<file path="config.mk">
export PLATFORM = sky130hd
export DESIGN_NAME = sequential_turn_indicator_sweep_unit
export DESIGN_NICKNAME = d
export VERILOG_FILES = /design/src/hw/rtl/stis_pkg.sv /design/src/hw/rtl/stis_div.sv /design/src/hw/rtl/sequential_turn_indicator_sweep_unit.sv
export SDC_FILE = /design/constraint.sdc
export NUM_CORES = 2
export LEC_CHECK = 0
export BUFFER_PORTS_ARGS = -buffer_cell sky130_fd_sc_hd__buf_2
export CORE_MARGIN = 10
export CORE_UTILIZATION = 60
export DETAILED_ROUTE_END_ITERATION = 8
export MAX_ROUTING_LAYER = met4
export PLACE_DENSITY_LB_ADDON = 0.05
export SYNTH_ARGS = -nofsm -noshare
export SYNTH_HDL_FRONTEND = slang
export SYNTH_SLANG_ARGS = --single-unit
</file>
<file path="constraint.sdc">
create_clock -name clk -period 6.62 [get_ports clk]
set_clock_uncertainty 0.1 [all_clocks]
set_input_delay 0.993 -clock clk [delete_from_list [all_inputs] [get_ports clk]]
set_output_delay 0.993 -clock clk [all_outputs]
set_load 0.01 [all_outputs]
</file>
<file path="src/hw/rtl/stis_pkg.sv">
package stis_pkg;

  // Configuration register indexes
  localparam logic [2:0] CFG_SIDE_RIGHT   = 3'd0;
  localparam logic [2:0] CFG_BIG_MODE     = 3'd1;
  localparam logic [2:0] CFG_STRIP_LENGTH = 3'd2;
  localparam logic [2:0] CFG_NORMAL_PER   = 3'd3;
  localparam logic [2:0] CFG_FIRST_PER    = 3'd4;
  localparam logic [2:0] CFG_FADE_IN      = 3'd5;
  localparam logic [2:0] CFG_HOLD         = 3'd6;
  localparam logic [2:0] CFG_BASE_COLOR   = 3'd7;

  // Configuration reset values
  localparam logic [9:0]  RST_STRIP_LENGTH = 10'd64;
  localparam logic [11:0] RST_NORMAL_PER   = 12'd1200;
  localparam logic [11:0] RST_FIRST_PER    = 12'd3000;
  localparam logic [11:0] RST_FADE_IN      = 12'd250;
  localparam logic [15:0] RST_HOLD         = 16'd1000;
  localparam logic [23:0] RST_BASE_COLOR   = 24'd16742400;

  // Item kinds
  localparam logic [1:0] MODE_TICK  = 2'd0;
  localparam logic [1:0] MODE_SET   = 2'd1;
  localparam logic [1:0] MODE_FRAME = 2'd2;
  localparam logic [1:0] MODE_PIXEL = 2'd3;

  // Fixed-point and timing constants
  localparam logic [15:0] FULL_Q15     = 16'd32768;
  localparam logic [31:0] QUICK_OFF_MS = 32'd1000;
  localparam logic [31:0] BACKDATE_MS  = 32'd600;

  // Serial divider request and response
  typedef struct packed {
    logic        start;
    logic [5:0]  steps;
    logic [11:0] divisor;
    logic [11:0] rem_init;
    logic [31:0] dividend;
  } div_req_t;

  typedef struct packed {
    logic        done;
    logic [11:0] rem;
    logic [14:0] quo;
  } div_rsp_t;

  typedef enum logic [3:0] {
    S_IDLE,
    S_EXEC,
    S_MOD,
    S_HALF,
    S_FADE,
    S_MUL,
    S_PSUB,
    S_PDIV,
    S_COLOR,
    S_DONE
  } state_t;

endpackage

</file>
<file path="src/hw/rtl/stis_div.sv">
// Restoring divider, one quotient bit per cycle.
// Dividend bits enter MSB first; the remainder starts at rem_init (must be below divisor).
module stis_div import stis_pkg::*; (
  input  logic     clk,
  input  logic     rst_n,
  input  div_req_t req,
  output div_rsp_t rsp
);

  logic        busy_r, busy_nxt;
  logic        done_r, done_nxt;
  logic [5:0]  cnt_r, cnt_nxt;
  logic [11:0] rem_r, rem_nxt;
  logic [11:0] dvs_r, dvs_nxt;
  logic [31:0] dvd_r, dvd_nxt;
  logic [14:0] quo_r, quo_nxt;

  logic [12:0] trial;
  logic [12:0] diff;
  logic        fits;

  // One trial subtraction
  assign trial = {rem_r, dvd_r[31]};
  assign fits  = trial >= {1'b0, dvs_r};
  assign diff  = trial - {1'b0, dvs_r};

  always_comb begin
    busy_nxt = busy_r;
    done_nxt = 1'b0;
    cnt_nxt  = cnt_r;
    rem_nxt  = rem_r;
    dvs_nxt  = dvs_r;
    dvd_nxt  = dvd_r;
    quo_nxt  = quo_r;
    if (req.start) begin
      busy_nxt = 1'b1;
      cnt_nxt  = req.steps;
      rem_nxt  = req.rem_init;
      dvs_nxt  = req.divisor;
      dvd_nxt  = req.dividend;
      quo_nxt  = '0;
    end else if (busy_r) begin
      rem_nxt = fits ? diff[11:0] : trial[11:0];
      dvd_nxt = {dvd_r[30:0], 1'b0};
      quo_nxt = {quo_r[13:0], fits};
      cnt_nxt = cnt_r - 6'd1;
      if (cnt_r == 6'd1) begin
        busy_nxt = 1'b0;
        done_nxt = 1'b1;
      end
    end
  end

  always_ff @(posedge clk) begin
    if (!rst_n) begin
      busy_r <= 1'b0;
      done_r <= 1'b0;
      cnt_r  <= '0;
    end else begin
      busy_r <= busy_nxt;
      done_r <= done_nxt;
      cnt_r  <= cnt_nxt;
    end
  end

  always_ff @(posedge clk) begin
    rem_r <= rem_nxt;
    dvs_r <= dvs_nxt;
    dvd_r <= dvd_nxt;
    quo_r <= quo_nxt;
  end

  assign rsp.done = done_r;
  assign rsp.rem  = rem_r;
  assign rsp.quo  = quo_r;

  a_start_idle: assert property (@(posedge clk) disable iff (!rst_n)
    req.start |-> !busy_r)
    else $error("divider started while busy");

endmodule

</file>
<file path="src/hw/rtl/sequential_turn_indicator_sweep_unit.sv">
// Turn-indicator sweep generator. One item in flight; the next is taken once a result is queued.
// Tick and set-active items do not use the divider. Frame items may run a 32-bit phase modulo
// and a 15-bit fade quotient through the bit-serial divider, which is the limiting unit; pixel
// items may run a 15-bit quotient through it too.
// Reset: rst_n synchronous, active low; state and configuration return to defaults at once,
// no clearing pass.
module sequential_turn_indicator_sweep_unit import stis_pkg::*; #(
  parameter int REGION_LEDS = 32
) (
  input  logic        clk,
  input  logic        rst_n,
  input  logic        in_tvalid,
  output logic        in_tready,
  // active_level[0], pixel_index[8:1], peer_active[9], peer_start_ms[41:10], zero[47:42]
  input  logic [47:0] in_tdata,
  // mode[1:0]
  input  logic [1:0]  in_tuser,
  output logic        out_tvalid,
  input  logic        out_tready,
  // write_enable[0], led_address[9:1], red[17:10], green[25:18], blue[33:26],
  // is_active[34], is_synced[35], zero[39:36]
  output logic [39:0] out_tdata,
  input  logic        cfg_we,
  input  logic [2:0]  cfg_addr,
  input  logic [23:0] cfg_wdata
);

  localparam logic signed [10:0] REGION_S = 11'(REGION_LEDS);

  // Configuration
  logic        side_right_r, big_mode_r;
  logic [9:0]  strip_len_r;
  logic [11:0] normal_per_r, first_per_r, fade_in_r;
  logic [15:0] hold_ms_r;
  logic [23:0] base_color_r;

  // Indicator state
  logic [31:0] now_r, cycle_start_r, hold_start_r;
  logic [11:0] period_r;
  logic [15:0] fade_r;
  logic        active_r, synced_r, hold_valid_r;

  // Current item
  logic [1:0]  mode_r;
  logic        level_r, peer_act_r;
  logic [7:0]  idx_r;
  logic [31:0] peer_start_r;

  // Working registers
  logic [11:0] phase_r;
  logic [8:0]  region_r;
  logic [24:0] prod_r;
  logic [15:0] factor_r;
  logic [8:0]  addr_r;
  logic        addr_ok_r;
  logic        res_we_r;
  logic [8:0]  res_addr_r;
  logic [23:0] res_color_r;

  logic        out_valid_r;
  logic [39:0] out_data_r;

  state_t   state_r, state_nxt;
  div_req_t div_req;
  div_rsp_t div_rsp;

  stis_div u_div (
    .clk  (clk),
    .rst_n(rst_n),
    .req  (div_req),
    .rsp  (div_rsp)
  );

  // Hold timing
  logic [31:0] hold_elapsed;
  logic        hold_live, quick_off, blank_path;
  assign hold_elapsed = now_r - hold_start_r;
  assign hold_live    = hold_valid_r && !(hold_elapsed > {16'b0, hold_ms_r});
  assign quick_off    = hold_elapsed <= QUICK_OFF_MS;
  assign blank_path   = hold_live && !active_r;

  // Region size and bounds
  logic signed [10:0] region_s;
  logic               region_ok;
  assign region_s  = big_mode_r ? ($signed({2'b0, strip_len_r[9:1]}) - REGION_S) : REGION_S;
  assign region_ok = (region_s > 11'sd1) && ($signed({3'b0, idx_r}) < region_s);

  // LED address
  logic signed [11:0] n_s, half_s, i_s, r_s, addr_s;
  logic               addr_ok;
  assign n_s    = $signed({2'b0, strip_len_r});
  assign half_s = $signed({3'b0, strip_len_r[9:1]});
  assign i_s    = $signed({4'b0, idx_r});
  assign r_s    = {region_s[10], region_s};

  always_comb begin
    if (!big_mode_r || blank_path) begin
      addr_s = side_right_r ? (n_s - 12'sd1 - i_s) : i_s;
    end else begin
      addr_s = side_right_r ? (half_s + r_s - 12'sd1 - i_s) : (half_s - r_s + i_s);
    end
  end

  assign addr_ok = (addr_s >= 12'sd0) && (addr_s < n_s) && (addr_s <= 12'sd511);

  // Sweep numerator: fade*R - (R-i)*1.0
  logic [8:0]         rmi;
  logic signed [26:0] num_s;
  logic               num_big;
  assign rmi     = region_r - {1'b0, idx_r};
  assign num_s   = $signed({2'b0, prod_r}) - $signed({3'b0, rmi, 15'b0});
  assign num_big = num_s[25:0] >= {3'b0, idx_r, 15'b0};

  // Frame phase tests
  logic [31:0] cyc_elapsed;
  logic        first_half, phase_ge_fade;
  assign cyc_elapsed   = now_r - cycle_start_r;
  assign first_half    = phase_r < {1'b0, period_r[11:1]};
  assign phase_ge_fade = phase_r >= fade_in_r;

  // Channel scaling
  logic [23:0] red_p, green_p, blue_p;
  assign red_p   = 24'(base_color_r[23:16]) * 24'(factor_r);
  assign green_p = 24'(base_color_r[15:8]) * 24'(factor_r);
  assign blue_p  = 24'(base_color_r[7:0]) * 24'(factor_r);

  // State register
  always_ff @(posedge clk) begin
    if (!rst_n) begin
      state_r <= S_IDLE;
    end else begin
      state_r <= state_nxt;
    end
  end

  // Next state, handshake and divider requests
  always_comb begin
    state_nxt        = state_r;
    in_tready        = 1'b0;
    div_req.start    = 1'b0;
    div_req.steps    = 6'd15;
    div_req.divisor  = fade_in_r;
    div_req.rem_init = phase_r;
    div_req.dividend = '0;
    unique case (state_r)
      S_IDLE: begin
        in_tready = 1'b1;
        if (in_tvalid) state_nxt = S_EXEC;
      end
      S_EXEC: begin
        unique case (mode_r) inside
          MODE_TICK, MODE_SET: state_nxt = S_DONE;
          MODE_FRAME: begin
            if (!active_r && !hold_valid_r) begin
              state_nxt = S_DONE;
            end else if (period_r == '0) begin
              state_nxt = S_HALF;
            end else begin
              div_req.start    = 1'b1;
              div_req.steps    = 6'd32;
              div_req.divisor  = period_r;
              div_req.rem_init = '0;
              div_req.dividend = cyc_elapsed;
              state_nxt        = S_MOD;
            end
          end
          MODE_PIXEL: begin
            if ((!active_r && !hold_valid_r) || !region_ok || blank_path) begin
              state_nxt = S_DONE;
            end else begin
              state_nxt = S_MUL;
            end
          end
          default: state_nxt = S_DONE;
        endcase
      end
      S_MOD: begin
        if (div_rsp.done) state_nxt = S_HALF;
      end
      S_HALF: begin
        if (first_half && !phase_ge_fade) begin
          div_req.start = 1'b1;
          state_nxt     = S_FADE;
        end else begin
          state_nxt = S_DONE;
        end
      end
      S_FADE: begin
        if (div_rsp.done) state_nxt = S_DONE;
      end
      S_MUL: state_nxt = S_PSUB;
      S_PSUB: begin
        if (num_s < 27'sd0 || idx_r == '0 || num_big) begin
          state_nxt = S_COLOR;
        end else begin
          div_req.start    = 1'b1;
          div_req.divisor  = {4'b0, idx_r};
          div_req.rem_init = {4'b0, num_s[22:15]};
          div_req.dividend = {num_s[14:0], 17'b0};
          state_nxt        = S_PDIV;
        end
      end
      S_PDIV: begin
        if (div_rsp.done) state_nxt = S_COLOR;
      end
      S_COLOR: state_nxt = S_DONE;
      S_DONE: begin
        if (!out_valid_r || out_tready) state_nxt = S_IDLE;
      end
      default: state_nxt = S_IDLE;
    endcase
  end

  // Configuration writes
  always_ff @(posedge clk) begin
    if (!rst_n) begin
      side_right_r <= 1'b0;
      big_mode_r   <= 1'b0;
      strip_len_r  <= RST_STRIP_LENGTH;
      normal_per_r <= RST_NORMAL_PER;
      first_per_r  <= RST_FIRST_PER;
      fade_in_r    <= RST_FADE_IN;
      hold_ms_r    <= RST_HOLD;
      base_color_r <= RST_BASE_COLOR;
    end else if (cfg_we) begin
      unique case (cfg_addr)
        CFG_SIDE_RIGHT:   side_right_r <= cfg_wdata[0];
        CFG_BIG_MODE:     big_mode_r   <= cfg_wdata[0];
        CFG_STRIP_LENGTH: strip_len_r  <= cfg_wdata[9:0];
        CFG_NORMAL_PER:   normal_per_r <= cfg_wdata[11:0];
        CFG_FIRST_PER:    first_per_r  <= cfg_wdata[11:0];
        CFG_FADE_IN:      fade_in_r    <= cfg_wdata[11:0];
        CFG_HOLD:         hold_ms_r    <= cfg_wdata[15:0];
        CFG_BASE_COLOR:   base_color_r <= cfg_wdata;
        default: ;
      endcase
    end
  end

  // Indicator state updates
  always_ff @(posedge clk) begin
    if (!rst_n) begin
      now_r         <= '0;
      cycle_start_r <= '0;
      hold_start_r  <= '0;
      period_r      <= RST_NORMAL_PER;
      fade_r        <= '0;
      active_r      <= 1'b0;
      synced_r      <= 1'b0;
      hold_valid_r  <= 1'b0;
    end else begin
      unique case (state_r)
        S_EXEC: begin
          unique case (mode_r)
            MODE_TICK: now_r <= now_r + 32'd1;
            MODE_SET: begin
              if (level_r != active_r) begin
                active_r <= level_r;
                if (level_r) begin
                  hold_start_r  <= now_r;
                  hold_valid_r  <= 1'b1;
                  period_r      <= first_per_r;
                  cycle_start_r <= now_r;
                end else begin
                  // quick switch-off re-arms the blanking hold
                  fade_r        <= '0;
                  cycle_start_r <= '0;
                  hold_valid_r  <= hold_valid_r && quick_off;
                  if (hold_valid_r && quick_off) hold_start_r <= now_r;
                  synced_r      <= 1'b0;
                end
              end
            end
            MODE_FRAME: begin
              if (!active_r && !hold_valid_r) fade_r <= '0;
            end
            MODE_PIXEL: begin
              if (active_r || hold_valid_r) hold_valid_r <= hold_live;
            end
            default: ;
          endcase
        end
        S_HALF: begin
          if (first_half) begin
            if (phase_ge_fade) fade_r <= FULL_Q15;
          end else begin
            // off-half: switch to normal period and resync once
            fade_r <= '0;
            if (period_r != normal_per_r) begin
              period_r <= normal_per_r;
              if (peer_act_r && !synced_r) begin
                cycle_start_r <= peer_start_r;
                synced_r      <= 1'b1;
              end else if (!synced_r) begin
                cycle_start_r <= now_r - BACKDATE_MS;
              end
            end
          end
        end
        S_FADE: begin
          if (div_rsp.done) fade_r <= {1'b0, div_rsp.quo};
        end
        default: ;
      endcase
    end
  end

  // Item capture and pixel datapath
  always_ff @(posedge clk) begin
    unique case (state_r)
      S_IDLE: begin
        if (in_tvalid) begin
          mode_r       <= in_tuser;
          level_r      <= in_tdata[0];
          idx_r        <= in_tdata[8:1];
          peer_act_r   <= in_tdata[9];
          peer_start_r <= in_tdata[41:10];
          res_we_r     <= 1'b0;
          res_addr_r   <= '0;
          res_color_r  <= '0;
        end
      end
      S_EXEC: begin
        phase_r   <= '0;
        addr_r    <= addr_s[8:0];
        addr_ok_r <= addr_ok;
        region_r  <= region_s[8:0];
        // blanking writes black
        if (mode_r == MODE_PIXEL && (active_r || hold_valid_r) && region_ok && blank_path) begin
          res_we_r   <= addr_ok;
          res_addr_r <= addr_ok ? addr_s[8:0] : '0;
        end
      end
      S_MOD: begin
        if (div_rsp.done) phase_r <= div_rsp.rem;
      end
      S_MUL: prod_r <= 25'(fade_r) * 25'(region_r);
      S_PSUB: begin
        if (num_s < 27'sd0) begin
          factor_r <= '0;
        end else if (idx_r == '0 || num_big) begin
          factor_r <= FULL_Q15;
        end
      end
      S_PDIV: begin
        if (div_rsp.done) factor_r <= {1'b0, div_rsp.quo};
      end
      S_COLOR: begin
        res_we_r <= addr_ok_r;
        if (addr_ok_r) begin
          res_addr_r  <= addr_r;
          res_color_r <= {red_p[22:15], green_p[22:15], blue_p[22:15]};
        end
      end
      default: ;
    endcase
  end

  // Output register
  always_ff @(posedge clk) begin
    if (!rst_n) begin
      out_valid_r <= 1'b0;
    end else if (state_r == S_DONE && (!out_valid_r || out_tready)) begin
      out_valid_r <= 1'b1;
    end else if (out_tready) begin
      out_valid_r <= 1'b0;
    end
  end

  always_ff @(posedge clk) begin
    if (state_r == S_DONE && (!out_valid_r || out_tready)) begin
      out_data_r <= {4'b0, synced_r, active_r, res_color_r[7:0], res_color_r[15:8],
                     res_color_r[23:16], res_addr_r, res_we_r};
    end
  end

  assign out_tvalid = out_valid_r;
  assign out_tdata  = out_data_r;

  a_fade_range: assert property (@(posedge clk) disable iff (!rst_n)
    fade_r <= FULL_Q15)
    else $error("fade level above full scale");

  a_div_owner: assert property (@(posedge clk) disable iff (!rst_n)
    div_rsp.done |-> (state_r == S_MOD || state_r == S_FADE || state_r == S_PDIV))
    else $error("divider finished with no waiting state");

  a_factor_range: assert property (@(posedge clk) disable iff (!rst_n)
    state_r == S_COLOR |-> factor_r <= FULL_Q15)
    else $error("sweep factor above full scale");

  a_no_write_blank: assert property (@(posedge clk) disable iff (!rst_n)
    (out_tvalid && !out_tdata[0]) |-> out_tdata[33:1] == '0)
    else $error("address or color set on an item with no write");

endmodule

</file>
==> out/results.tsv <==
stage	metric	value	unit
routing	drt_iter0_drc	2104	
clock_tree	cts_tree	built	
logic_synthesis	netlist.area_leader.share	17.2	%
clock_tree	clock-root-buffer	clkbuf_16	
die	die_area	0.0815	mm^2
power	ir_drop	200	uV
finish	finish.net_count	5569	
routing	num_vias	32970	
logic_synthesis	ys_ff_latch	485	
power	total_power	9.59	mW
global_route	grt_pass1_vias	33111	
die	rows	97	
clock_tree	cts_hold_buf	0	
flow_run	cap_violations	0	
global_route	grt_antenna_before_repair	7	
setup_path	cp_num_buf_inv	5	
power	cellLeakagePower	21.1	nW
setup_path	worstPathArrival	6.70	ns
logic_synthesis	netlist_top_cells_area	edfxtp_1 17%, fa_1 17%, dfxtp_1 12%, ha_1 11%, nand2_1 5.8%	
routing	drtAntennaViolNets	0	
logic_synthesis	syn_avg_cell_area	9.01	um^2
finish	drive_gt1_share	9.16	%
logic_synthesis	synthesis.area	0.0423	mm^2
finish	fin_area	0.0463	mm^2
die	core-area	0.0699	mm^2
sta	hold_viol_final	0	
routing	vias_per_cell	5.72	
setup_path	critPathMaxFanout	5	
placement	place_area	0.0441	mm^2
logic_synthesis	yosys_most_used_dff	dfxtp_1	
routing	wl_per_cell	19.3	um
sta	tns	0	ns
logic_synthesis	yosysSeqAreaShare	28.7	%
setup_path	worst_path_max_delay_cell	mux4_2	
sta	setup_violations	0	
finish	final_common_cell	nand2_1	
clock_tree	clock_latency	0.64	ns
clock_tree	numClockSinks	485	
logic_synthesis	synth_cell_type_count	98	
clock_tree	htreeDepth	2	
setup_path	setup.worst_path.start_class	flip-flop	
placement	globalplace.congestion	0.960	
setup_path	crit_path_max_incr_delay	0.55	ns
worst_hold_path	hold_path.class	reg -> reg	
setup_path	path_common_cell	nor2b_1	
sta	period_needed	6.31	ns
logic_synthesis	synth_edf_count	242	
die	initial_utilization	60.5	%
global_route	grt_pass1_wl	182000	um
run_status	status	finished clean	
placement	dp_hpwl	85700	um
setup_path	path_delay_family	compound AO/OA/AOI/OAI gates	
logic_synthesis	async_flop_share	0	%
sta	fmax	0.159	GHz
clock_tree	cts_buffers	55	
setup_path	endpoint_kind	flip-flop	
global_route	grtUsageTotal	28.4	%
die	ios	124	
logic_synthesis	synth_cells	4692	
die	die_x	285	um
routing	dr.pass1.iters	6	
routing	drc	0	
routing	wl	111000	um
setup_path	crit_type	reg -> reg	
sta	max_slew_margin	18.8	%
power	power-per-cell-area	207	mW/mm^2
global_route	grt_max_degree	115	
setup_path	worstPathRequired	7.01	ns
sta	tightestPinTransition	1.22	ns
logic_synthesis	yosysWarnings	0	
finish	final_cell_mix	650 x nand2_1, 568 x inv_1, 360 x fa_1, 353 x ha_1, 295 x nor2_1	
clock_tree	cts_buffer_depth	3	
die	chipHeight	285	um
finish	area_delta_synth_final	9.52	%
clock_tree	path_clk_slew	0.06	ns
global_route	grt-ovfl-total	0	
sta	finalCritPeriodShare	95.3	%
placement	portBuffers	113	
logic_synthesis	synth_top_area_cell	edfxtp_1	
sta	slew_violations	0	
## per-layer routing
metal | part of all wire, % | up-vias | routed length [um] | GRT usage (%)
met5 | 0 | - | 0 | -
met3 | 5.3 | 190 | 5890 | 3.21
li1 | - | 15756 | - | -
met1 | 43 | 16142 | 48000 | 36.4
met4 | 2.7 | 0 | 2940 | 7.78
met2 | 49 | 882 | 54200 | 47.3
## state kept, by name, indices dropped and copies added, names as in the netlist, 15 cells and up
register	flops
peer_start_r	32
now_r	32
hold_start_r	32
out_tdata	36
fade_r	16
factor_r	16
cycle_start_r	32
base_color_r	24
prod_r	25
u_div.dvd_r	32
res_color_r	24
hold_ms_r	16
u_div.quo_r	15
## path summary, 6_finish.rpt
kind | start | to | slack, ns | cells after the start
setup / recovery | hold_start_r[1] | res_addr_r[5] | 0.31 | 34
hold / removal | res_color_r[12] | out_tdata[22] | 0.32 | 0
setup reg to reg | hold_start_r[1] | res_addr_r[5] | 0.31 | 34
hold reg to reg | res_color_r[12] | out_tdata[22] | 0.32 | 0
## cells by family (layout without fill, tap and decap cells)
family	count (synthesis)	count (layout)	synth area share, %
and+or+nand+nor	1608	1608	18.0
xor gates and xnor gates	184	184	3.81
muxes	86	86	2.18
AOI/OAI and AO/OA	798	798	12.2
adders and majority gates	719	719	27.7
other	1	9	0.00887
DFF	485	485	28.7
buffers and inverters	811	932	7.41
## Yosys cell counts (61+ instances only)
cell and n:
nand2_1 651, inv_1 570, fa_1 361, ha_1 357, nor2_1 298, and2_1 259
a21oi_1 247, dfxtp_1 243, edfxtp_1 242, clkbuf_1 209, o21ai_0 168, xnor2_1 123
nand3_1 88, mux2i_1 74, nor3_1 70, nand2b_1 64, xor2_1 61
## per-stage QoR
step / worst slack (ns) / hold WS (ns) / util, % / instances
6_report: 0.311 / 0.317 / 66.2 / 5761
5_1_grt: -0.108 / 0.327 / 66.2 / 5760
4_1_cts: 0.0516 / 0.318 / 65.8 / 5745
3_5_place_dp: -0.0537 / 0.305 / 63.1 / 5641
3_3_place_gp: 0.0341 / 0.302 / 63.1 / 5641
2_1_floorplan: 0.502 / 0.300 / - / 4695
## layout make-up
| class | count | area (um^2) |
|---|---|---|
| Antenna cell | 5 | 12.5 |
| Multi-Input combinational cell | 3399 | 27300 |
| Clock buffer | 74 | 1550 |
| Timing Repair Buffer | 256 | 1710 |
| Fill cell | 5873 | 23600 |
| Inverter | 572 | 2150 |
| Sequential cell | 485 | 12100 |
| Tap cell | 940 | 1180 |
| Clock inverter | 30 | 302 |
## timing repair
item / CTS / global route
resized for setup: 4 / 42
setup buffers: 0 / 10
pin swaps: 0 / 23
endpoints found under the setup margin: 10 / 11
cloned: 0 / 1
## worst reg2reg max path: cells and delay by family (launching register included)
family | cells | cell delay [ns]
AO/OA/AOI/OAI | 16 | 2.59
AND/OR/NAND/NOR | 7 | 0.85
multiplexers | 2 | 0.78
adder cells (fa/ha/maj) | 3 | 0.76
buffers and inverters | 5 | 0.65
flip-flops | 1 | 0.33
XOR/XNOR | 1 | 0.15
## where the power goes
part / switching, mW / internal, mW / total [mW]
Clock: 1.32 / 1.78 / 3.10
Combinational: 1.70 / 1.21 / 2.91
Sequential: 0.178 / 3.40 / 3.58
Total: 3.20 / 6.40 / 9.59
Note: power is estimated with default switching activity, not from simulation.
